--- src/hdl/hbfn_pkg.sv ---
// Shared codes, status structs and the bit encoder for the hierarchical bitmap search.
package hbfn_pkg;

  localparam int unsigned POS_W  = 12;
  localparam int unsigned ENC_W  = 64;
  localparam int unsigned ENC_IW = 6;

  localparam logic ACT_CHANGE = 1'b0;
  localparam logic ACT_FIND   = 1'b1;

  // write-back of one word's summary bits
  typedef struct packed {
    logic we;
    logic has_set;
    logic has_clear;
  } sum_upd_t;

  typedef struct packed {
    logic word_live;   // word has been written with a one at some point and still holds one
    logic next_found;  // a later word is marked for the value sought
    logic any_set;
    logic any_clear;
  } sum_stat_t;

  // index of the lowest set bit, 0 when none
  function automatic logic [ENC_IW-1:0] lowest_bit(input logic [ENC_W-1:0] v);
    logic [ENC_IW-1:0] idx;
    idx = '0;
    for (int i = ENC_W - 1; i >= 0; i--) begin
      if (v[i]) begin
        idx = ENC_IW'(i);
      end
    end
    return idx;
  endfunction

endpackage

--- src/hdl/hbfn_word_ram.sv ---
// Bitmap word store: one write port, one read port with registered read data.
module hbfn_word_ram #(
  parameter int unsigned ADDR_W = 6,
  parameter int unsigned DATA_W = 64
) (
  input  logic              clk_i,
  input  logic              we_i,
  input  logic [ADDR_W-1:0] waddr_i,
  input  logic [DATA_W-1:0] wdata_i,
  input  logic [ADDR_W-1:0] raddr_i,
  output logic [DATA_W-1:0] rdata_o
);

  logic [DATA_W-1:0] mem_q [2**ADDR_W];
  logic [DATA_W-1:0] rdata_q;

  always_ff @(posedge clk_i) begin
    if (we_i) begin
      mem_q[waddr_i] <= wdata_i;
    end
    rdata_q <= mem_q[raddr_i];
  end

  assign rdata_o = rdata_q;

endmodule

--- src/hdl/hbfn_summary.sv ---
// Per-word summary masks, next marked word search and whole-map flags.
module hbfn_summary #(
  parameter int unsigned IDX_W = 6
) (
  input  logic                 clk_i,
  input  logic                 rst_ni,
  input  hbfn_pkg::sum_upd_t   upd_i,
  input  logic [IDX_W-1:0]     idx_i,
  input  logic                 val_i,
  output hbfn_pkg::sum_stat_t  stat_o,
  output logic [IDX_W-1:0]     next_idx_o
);
  import hbfn_pkg::*;

  localparam int unsigned NUM_WORDS = 2**IDX_W;

  logic [NUM_WORDS-1:0] has_set_q;
  logic [NUM_WORDS-1:0] has_clear_q;
  logic [NUM_WORDS-1:0] cand;
  logic [IDX_W-1:0]     next_idx;

  always_ff @(posedge clk_i or negedge rst_ni) begin
    if (!rst_ni) begin
      has_set_q   <= '0;
      has_clear_q <= '1;
    end else if (upd_i.we) begin
      has_set_q[idx_i]   <= upd_i.has_set;
      has_clear_q[idx_i] <= upd_i.has_clear;
    end
  end

  // words strictly above the current one that hold the value sought
  always_comb begin
    next_idx = '0;
    for (int i = 0; i < NUM_WORDS; i++) begin
      cand[i] = (val_i ? has_set_q[i] : has_clear_q[i]) && (IDX_W'(i) > idx_i);
    end
    for (int i = NUM_WORDS - 1; i >= 0; i--) begin
      if (cand[i]) begin
        next_idx = IDX_W'(i);
      end
    end
  end

  assign stat_o.word_live  = has_set_q[idx_i];
  assign stat_o.next_found = |cand;
  assign stat_o.any_set    = |has_set_q;
  assign stat_o.any_clear  = |has_clear_q;
  assign next_idx_o        = next_idx;

endmodule

--- src/hdl/hierarchical_bitmap_find_next_unit.sv ---
// Top level of the hierarchical bitmap: sequencer, word store and summary masks.
// Usage:
//   Input channel (in_valid_i / in_stall_o) carries action_i, position_i and
//   bit_value_i. A change sets or clears one bit; a find returns the first bit
//   at or after position_i equal to bit_value_i.
//   Output channel (out_valid_o / out_stall_i) carries one result per item:
//   found_o, found_position_o, any_set_o and any_clear_o, the flags taken
//   after the item has taken effect.
// Sequence:
//   One item at a time, each step waiting on the store's registered read. A
//   change, or a find that ends in its start word, passes LOOK, CHECK and FIN;
//   a find that moves to a later word adds LOOK2 and CHECK2; a position beyond
//   the map goes straight to FIN. A new item is taken only in IDLE.
// Reset:
//   The map reads all zeros straight after reset; a word whose summary says it
//   holds no one is read as zero, so the store needs no clearing pass.
// Stall:
//   A finished result sits in the output register until transferred; the
//   next item is accepted meanwhile and holds in its last step if the
//   register is still full.
module hierarchical_bitmap_find_next_unit #(
  parameter int unsigned MAP_BITS_LOG2  = 12,
  parameter int unsigned WORD_BITS_LOG2 = 6
) (
  input  logic                     clk_i,
  input  logic                     rst_ni,
  input  logic                     in_valid_i,
  output logic                     in_stall_o,
  input  logic                     action_i,
  input  logic [hbfn_pkg::POS_W-1:0] position_i,
  input  logic                     bit_value_i,
  output logic                     out_valid_o,
  input  logic                     out_stall_i,
  output logic                     found_o,
  output logic [hbfn_pkg::POS_W-1:0] found_position_o,
  output logic                     any_set_o,
  output logic                     any_clear_o
);
  import hbfn_pkg::*;

  localparam int unsigned WB    = 2**WORD_BITS_LOG2;
  localparam int unsigned IDX_W = MAP_BITS_LOG2 - WORD_BITS_LOG2;

  typedef enum logic [2:0] {
    ST_IDLE,
    ST_LOOK,
    ST_CHECK,
    ST_LOOK2,
    ST_CHECK2,
    ST_FIN
  } state_e;

  state_e                    state_q, state_d;
  logic                      act_q, act_d;
  logic                      val_q, val_d;
  logic [WORD_BITS_LOG2-1:0] off_q, off_d;
  logic [IDX_W-1:0]          cur_word_q, cur_word_d;
  logic                      res_found_q, res_found_d;
  logic [POS_W-1:0]          res_pos_q, res_pos_d;
  logic                      out_valid_q, out_valid_d;
  logic                      found_q, found_d;
  logic [POS_W-1:0]          found_pos_q, found_pos_d;
  logic                      any_set_q, any_set_d;
  logic                      any_clear_q, any_clear_d;

  logic [WB-1:0]             rd_data;
  logic [WB-1:0]             word_cur;
  logic [WB-1:0]             look;
  logic [WB-1:0]             new_word;
  logic                      ram_we;
  logic                      hit;
  logic [ENC_IW-1:0]         enc_full;
  logic [WORD_BITS_LOG2-1:0] bit_idx;
  logic                      out_of_range;
  sum_upd_t                  upd;
  sum_stat_t                 stat;
  logic [IDX_W-1:0]          next_idx;

  hbfn_word_ram #(
    .ADDR_W (IDX_W),
    .DATA_W (WB)
  ) u_ram (
    .clk_i   (clk_i),
    .we_i    (ram_we),
    .waddr_i (cur_word_q),
    .wdata_i (new_word),
    .raddr_i (cur_word_q),
    .rdata_o (rd_data)
  );

  hbfn_summary #(
    .IDX_W (IDX_W)
  ) u_summary (
    .clk_i      (clk_i),
    .rst_ni     (rst_ni),
    .upd_i      (upd),
    .idx_i      (cur_word_q),
    .val_i      (val_q),
    .stat_o     (stat),
    .next_idx_o (next_idx)
  );

  // a word with no summary set bit is all zeros, written or not
  assign word_cur = stat.word_live ? rd_data : '0;
  assign new_word = val_q ? (word_cur | (WB'(1) << off_q))
                          : (word_cur & ~(WB'(1) << off_q));

  always_comb begin
    look = val_q ? word_cur : ~word_cur;
    if (state_q == ST_CHECK) begin
      look = look & ({WB{1'b1}} << off_q);
    end
  end

  assign hit          = |look;
  assign enc_full     = lowest_bit(ENC_W'(look));
  assign bit_idx      = enc_full[WORD_BITS_LOG2-1:0];
  assign out_of_range = (position_i >> MAP_BITS_LOG2) != '0;

  always_comb begin
    state_d     = state_q;
    act_d       = act_q;
    val_d       = val_q;
    off_d       = off_q;
    cur_word_d  = cur_word_q;
    res_found_d = res_found_q;
    res_pos_d   = res_pos_q;
    out_valid_d = out_valid_q & out_stall_i;
    found_d     = found_q;
    found_pos_d = found_pos_q;
    any_set_d   = any_set_q;
    any_clear_d = any_clear_q;
    ram_we      = 1'b0;
    upd         = '0;

    unique case (state_q)
      ST_IDLE: begin
        if (in_valid_i) begin
          act_d       = action_i;
          val_d       = bit_value_i;
          off_d       = position_i[WORD_BITS_LOG2-1:0];
          cur_word_d  = position_i[MAP_BITS_LOG2-1:WORD_BITS_LOG2];
          res_found_d = 1'b0;
          res_pos_d   = '0;
          state_d     = out_of_range ? ST_FIN : ST_LOOK;
        end
      end
      ST_LOOK: begin
        state_d = ST_CHECK;
      end
      ST_CHECK: begin
        if (act_q == ACT_CHANGE) begin
          ram_we        = 1'b1;
          upd.we        = 1'b1;
          upd.has_set   = |new_word;
          upd.has_clear = ~&new_word;
          state_d       = ST_FIN;
        end else if (hit) begin
          res_found_d = 1'b1;
          res_pos_d   = POS_W'({cur_word_q, bit_idx});
          state_d     = ST_FIN;
        end else if (stat.next_found) begin
          cur_word_d = next_idx;
          state_d    = ST_LOOK2;
        end else begin
          state_d = ST_FIN;
        end
      end
      ST_LOOK2: begin
        state_d = ST_CHECK2;
      end
      ST_CHECK2: begin
        if (hit) begin
          res_found_d = 1'b1;
          res_pos_d   = POS_W'({cur_word_q, bit_idx});
        end
        state_d = ST_FIN;
      end
      ST_FIN: begin
        if (!out_valid_q || !out_stall_i) begin
          out_valid_d = 1'b1;
          found_d     = res_found_q;
          found_pos_d = res_pos_q;
          any_set_d   = stat.any_set;
          any_clear_d = stat.any_clear;
          state_d     = ST_IDLE;
        end
      end
      default: begin
        state_d = ST_IDLE;
      end
    endcase
  end

  always_ff @(posedge clk_i or negedge rst_ni) begin
    if (!rst_ni) begin
      state_q     <= ST_IDLE;
      act_q       <= ACT_CHANGE;
      val_q       <= 1'b0;
      off_q       <= '0;
      cur_word_q  <= '0;
      res_found_q <= 1'b0;
      res_pos_q   <= '0;
      out_valid_q <= 1'b0;
      found_q     <= 1'b0;
      found_pos_q <= '0;
      any_set_q   <= 1'b0;
      any_clear_q <= 1'b0;
    end else begin
      state_q     <= state_d;
      act_q       <= act_d;
      val_q       <= val_d;
      off_q       <= off_d;
      cur_word_q  <= cur_word_d;
      res_found_q <= res_found_d;
      res_pos_q   <= res_pos_d;
      out_valid_q <= out_valid_d;
      found_q     <= found_d;
      found_pos_q <= found_pos_d;
      any_set_q   <= any_set_d;
      any_clear_q <= any_clear_d;
    end
  end

  assign in_stall_o       = state_q != ST_IDLE;
  assign out_valid_o      = out_valid_q;
  assign found_o          = found_q;
  assign found_position_o = found_pos_q;
  assign any_set_o        = any_set_q;
  assign any_clear_o      = any_clear_q;

endmodule

--- config.mk ---
export PLATFORM = sky130hd
export DESIGN_NAME = hierarchical_bitmap_find_next_unit
export DESIGN_NICKNAME = d
export VERILOG_FILES = /design/src/hdl/hbfn_pkg.sv /design/src/hdl/hbfn_word_ram.sv /design/src/hdl/hbfn_summary.sv /design/src/hdl/hierarchical_bitmap_find_next_unit.sv
export SDC_FILE = /design/constraint.sdc
export NUM_CORES = 2
export LEC_CHECK = 0
export BUFFER_PORTS_ARGS = -buffer_cell sky130_fd_sc_hd__buf_2
export CORE_ASPECT_RATIO = 0.5
export CORE_MARGIN = 2
export CORE_UTILIZATION = 60
export DETAILED_ROUTE_END_ITERATION = 10
export MAX_ROUTING_LAYER = met4
export PLACE_DENSITY = 0.78
export SYNTH_ARGS = -nofsm -noshare
export SYNTH_HDL_FRONTEND = slang
export SYNTH_HIERARCHICAL = 1
export SYNTH_SLANG_ARGS = --single-unit
export TNS_END_PERCENT = 50
--- constraint.sdc ---
create_clock -name clk_i -period 9.5 [get_ports clk_i]
set_input_delay 1.425 -clock clk_i [delete_from_list [all_inputs] [get_ports clk_i]]
set_output_delay 1.425 -clock clk_i [all_outputs]
set_load 0.01 [all_outputs]
; ---- After elaboration in Yosys (flattened, before gate mapping)
; Memories as Yosys holds them, arrays and structs flattened. A register that Yosys moved wholly into a read port is not among the register bits.
; Index checks and enable logic that the tools add are counted.
[word_totals]
word_cells = 412
input_bits = 18
output_inout_bits = 17
regBits = 174
mem_bits_rw = 4096
mem_count = 1
[classes]
n_bitwise = 6
shift = 2
eq_ne = 10
mux = 229
n_reduce_logical = 84
magnitude_cmp = 66
[mem_list]
columns = name, depth, word_bits, read_ports, rd_ports_with_merged_regs, write_ports, line
row1 = u_ram.mem_q, 64, 64, 1, 1, 1, hbfn_word_ram.sv:14  ; logic [DATA_W-1:0] mem_q [2**ADDR_W];
[op_table]
columns = operator, n
row1 = 6-bit two-way mux, 132
row2 = 64-bit OR reduction, 5
row3 = 64-bit two-way mux, 4
row4 = "6-bit greater-than comparator, first input constant", 32
row5 = 64-bit AND, 2
row6 = 64-bit bitwise mux, 2
row7 = 64-bit inverter, 2
row8 = "5-bit by 6-bit greater-than comparator with 1-bit output, first input constant", 16
row9 = 1-bit two-way mux, 75
row10 = 1-bit logical AND, 65
row11 = 64-bit bitwise OR, 1
row12 = 64-bit AND reduction, 1
row13 = "1-bit by 6-bit left shift with 64-bit output, first input constant", 1
row14 = "64-bit by 6-bit left shift with 64-bit output, first input constant", 1
row15 = "4-bit by 6-bit greater-than comparator with 1-bit output, first input constant", 8
row16 = 12-bit two-way mux, 3
row17 = 12-bit case mux with 3 select lines, 1
row18 = "3-bit by 6-bit greater-than comparator with 1-bit output, first input constant", 4
row19 = 3-bit two-way mux, 7
row20 = 3-bit case mux with 6 select lines, 1
row21 = "1-bit by 6-bit greater-than comparator with 1-bit output, first input constant", 2
row22 = "2-bit by 6-bit greater-than comparator with 1-bit output, first input constant", 2
row23 = 6-bit case mux with 2 select lines, 1
row24 = "2-bit inequality test, second input constant", 5
row25 = 17 further kinds, 24

; ---- Depth between registers and ports, before layout
[depth]
ltp_word = 74
mapped_depth = 24
depth_no_buf = 12

; ---- Hierarchy
; Netlist, hierarchy kept.
[by_module_without_submodules]
columns = module, area_per_inst_um2, cells_per_inst, seq_area_each_um2, n_inst
row1 = hbfn_word_ram, 156348.7, 6598, 124279.2, 1
row2 = hbfn_summary, 8634.5, 836, 3283.1, 1
row3 = hierarchical_bitmap_find_next_unit, 7384.6, 1066, 1151.1, 1

; ---- Least setup slack after synthesis
; Ideal clock, no wire load.
[synth_path]
kind = reg-to-reg
startpoint = register cur_word_q[3]
endpoint = register u_summary.has_clear_q[10]
stages_incl_launch_ff = 23
n_path_buf = 13
setup_slack_ns = 2.330
t_arrival_ns = 7.088
setup_ns = 0.082
required_time_ns = 9.418
period_less_slack_ns = 7.170
path_cell_list = dfrtp_1 buf_6 buf_2 clkbuf_1 buf_2 mux4_2 mux4_2 buf_2 buf_2 buf_2 buf_4 buf_2 buf_2 clkbuf_1 nand2_1 o21ai_0 nand4_1 nor4_1 and4_1 a21boi_1 buf_1 clkbuf_1 mux2_2
[synth_lines]
columns = element, line
row1 = "start, declared", hierarchical_bitmap_find_next_unit.sv:57  ; logic [IDX_W-1:0] cur_word_q, cur_word_d;
row2 = "start signal, assigned", hierarchical_bitmap_find_next_unit.sv:214  ; cur_word_q <= cur_word_d;
row3 = "end signal, assigned by index", hbfn_summary.sv:28  ; has_clear_q[idx_i] <= upd_i.has_clear;
row4 = "end, declared", hbfn_summary.sv:18  ; logic [NUM_WORDS-1:0] has_clear_q;

==> results.py <==
metrics = {
    "layout": {
        "final_util": 0.6635,
        "area_delta_synth_final_pct": 10.26,
        "fillers": 17190,
        "multi_input_area_um2": 41790,
        "drive_gt1_frac": 0.2561,
        "fin_nets": 8676,
        "seqCellArea_um2": 128700,
    },
    "floorplanning": {
        "fp.dieH_um": 383,
        "fp-row-count": 139,
        "dieArea_um2": 291800,
        "start_util": 0.6018,
        "io-pin-count": 35,
        "core_um2": 286400,
        "die_w_um": 762.0,
    },
    "pwr": {
        "leakage_uw": 0.06697,
        "powerDensity_nw_per_um2": 266.9,
        "irDropWorstVdd_mv": 0.2715,
    },
    "setup_path": {
        "crit_arrival_ps": 7710,
        "path_class": "register to register",
        "cp.required_ps": 10320,
        "worst_setup_path_start_kind": "register",
        "worst-path-max-fanout": 95,
        "regToRegSetupSlack_ps": 2610,
        "endpoint_kind": "register",
    },
    "clocking": {
        "cts_tree": "done",
        "post_cts_resized": 0,
        "worst_skew_pair.late_latency_ps": 940,
        "cts.clk_slew.worst_paths_ps": 70,
        "post_cts.repair.setup_buffers": 0,
        "cts.sinks": 4334,
        "clockRootBuffer": "clkbuf_16",
        "cts_hold_buf": 0,
        "h-tree-depth": 5,
        "cts_buffers": 365,
        "cts_buffer_depth": 4,
    },
    "detailed_routing": {
        "met1_length_mm": 178.1,
        "top_layer_used": "met4",
        "drcViolationCount": 0,
        "dr_wl_met3_mm": 86.94,
        "wl_met2_mm": 231.0,
        "dr.pass1.iters": 8,
        "drtIter0Drc": 17741,
        "antenna_left": 0,
        "drt-total-wl_mm": 522.9,
        "vias": 95923,
        "avgViaCountPerCell": 7.496,
        "wl_per_cell_um": 40.86,
    },
    "synth": {
        "syn-cell-area_um2": 172400,
        "synthArstFlopShare": 0.04015,
        "synthesis.instances": 8500,
        "dominantRegCellSynth": "edfxtp_1",
        "synthesis.nets": 8518,
        "syn_area_per_cell_um2": 20.28,
        "yosys.area.top_type": "edfxtp_1",
        "yosys-top-cells-area": "edfxtp_1 71%, mux4_2 14%, dfrtp_1 1.6%",
        "synth_most_common_cell": "edfxtp_1",
        "ys_seq_area_frac": 0.7467,
        "yosys-top-cells-count": "4096 x edfxtp_1, 1045 x mux4_2, 266 x nand2_1, 253 x nor2_1, 228 x buf_2",
        "synth.distinct_cells": 101,
        "ys_ff_latch": 4334,
        "synth_edf_count": 4096,
        "synth_top_area_share": 0.7136,
        "yosysWarnings": 6,
    },
    "sta": {
        "slew_headroom": 0.05186,
        "worst_slew_pin_slew_ps": 1419,
        "fin_crit_ps": 6886,
        "fmax_mhz": 145.2,
        "rsz0062_at_grt": "false",
        "setup_viol": 0,
        "setup-tns-final_ps": 0,
        "hold_viol": 0,
        "slew_viol_final": 0,
        "post-route-period-util": 0.7248,
        "final.setup_skew_ps": 84.53,
    },
    "global_routing": {
        "grt_max_degree": 123,
        "grtUsageTotal": 0.3691,
        "antenna_found_initial": 24,
        "grt_pass1_wl_mm": 729.3,
        "grt_overflow_total": 0,
        "grt_pass1_vias": 93766,
    },
    "place": {
        "port_buffers": 34,
        "hpwl_mm": 272.9,
        "gp_congestion": 1.041,
    },
    "min_path": {
        "min-delay-path-class": "register to register",
    },
    "run_status": {
        "status": "finished, final reports clean",
    },
    "flow_run": {
        "maxCapViolations": 0,
    },
}
-- sequential cells by signal (all words and copies together), names as in the netlist --
signal and count:
u_ram/mem_q 4096, u_ram/rdata_o 64, u_summary/has_clear_q 64, any_clear_o 1
u_summary/has_set_q 64, val_q 1, act_q 1, off_q 6
cur_word_q 6, state_q 3, found_position_o 12, any_set_o 1
res_pos_q 12, res_found_q 1, found_o 1, out_valid_o 1
-- path summary, 6_finish.rpt --
check	to	depth (start not counted)	startpoint
max in group asynchronous	val_q	2	rst_ni
worst min-delay path	found_position_o[2]	1	found_position_o[2]
worst max-delay path	u_summary/has_clear_q[20]	14	cur_word_q[0]
worst max register to register	u_summary/has_clear_q[20]	14	cur_word_q[0]
min in group asynchronous	found_o	1	rst_ni
worst min register to register	found_position_o[2]	1	found_position_o[2]
-- through the flow --
stage               total power (uW)  std cells  hold WS, ps  setup slack [ps]  cell area, um^2
floorplan                      30890       8500        457.1              2330           172400
global placement               35300      12098        485.0              2834           178200
detailed placement             35360      12098        490.6              2780           178200
CTS                            50420      12763        505.8              2740           190000
global route                   51830      12788        521.2              2413           190000
finish                         50730      12797        503.2              2614           190100
-- cell usage in the layout (no fill, tap or decap), drive strengths merged, types with 16 or more instances in the layout --
master | netlist | routed
o21ai | 104 | 104
nand2b | 22 | 22
nor3 | 40 | 40
nand3 | 97 | 97
nor2 | 254 | 254
clkbuf | 214 | 487
edfxtp | 4096 | 4096
or3 | 44 | 44
clkinvlp | 0 | 16
nand4 | 31 | 31
nor3b | 18 | 18
and2 | 38 | 38
nand2 | 266 | 266
dfxtp | 64 | 64
a211oi | 70 | 70
diode | 0 | 34
nor4 | 64 | 64
a41oi | 32 | 32
a31oi | 53 | 53
nor2b | 45 | 45
mux2 | 159 | 159
inv | 69 | 71
and3b | 26 | 26
buf | 315 | 320
dfstp | 64 | 64
a22oi | 179 | 179
xnor2 | 39 | 39
bufinv | 0 | 28
a21boi | 28 | 28
and3 | 84 | 84
clkinv | 0 | 132
o221ai | 46 | 46
a22o | 96 | 96
or2 | 42 | 42
mux4 | 1045 | 1045
dfrtp | 110 | 110
o22ai | 110 | 110
a21oi | 93 | 93
mux2i | 213 | 213
a2bb2oi | 20 | 20
-- final cells by class --
cell class	instances	share of cell area
clock buffer	487	0.05251
tap	3807	0.02506
multi-input combinational	3568	0.2199
timing repair buffer	320	0.01407
antenna	34	0.0004477
clock inverter	178	0.009322
sequential	4334	0.6773
inverter	69	0.001376
-- layer usage --
| metal | vias up | global-route usage |
|---|---|---|
| li1 | 35965 | - |
| met5 | - | - |
| met3 | 1558 | 0.1243 |
| met2 | 8921 | 0.5209 |
| met1 | 49479 | 0.4980 |
| met4 | 0 | 0.1580 |
-- cell families after synthesis --
family / synth area share
buffers and inverters: 0.01640
DFF: 0.7467
and+or+nand+nor: 0.03386
AOI/OAI and AO/OA: 0.04167
adders and majority gates: 0.00005807
xor gates and xnor gates: 0.001982
muxes: 0.1593
-- power by group --
group          internal (uW)  switching [uW]  total, uW
clock                   8190            6960      15200
combinational           4990            8660      13700
sequential             21200             696      21900
-- worst max-delay path, stage by stage (launching register included) --
cell and delay (ps):
dfrtp_4 960, mux4_2 610, mux4_2 570, mux4_4 970, buf_12 350, and2_1 220, mux2_2 260, buf_4 300
and4_1 300, nand4_1 90, nor4_1 70, and4_1 240, a21boi_4 930, buf_4 500, mux2_2 230
Power figures use the tool's default switching activity.
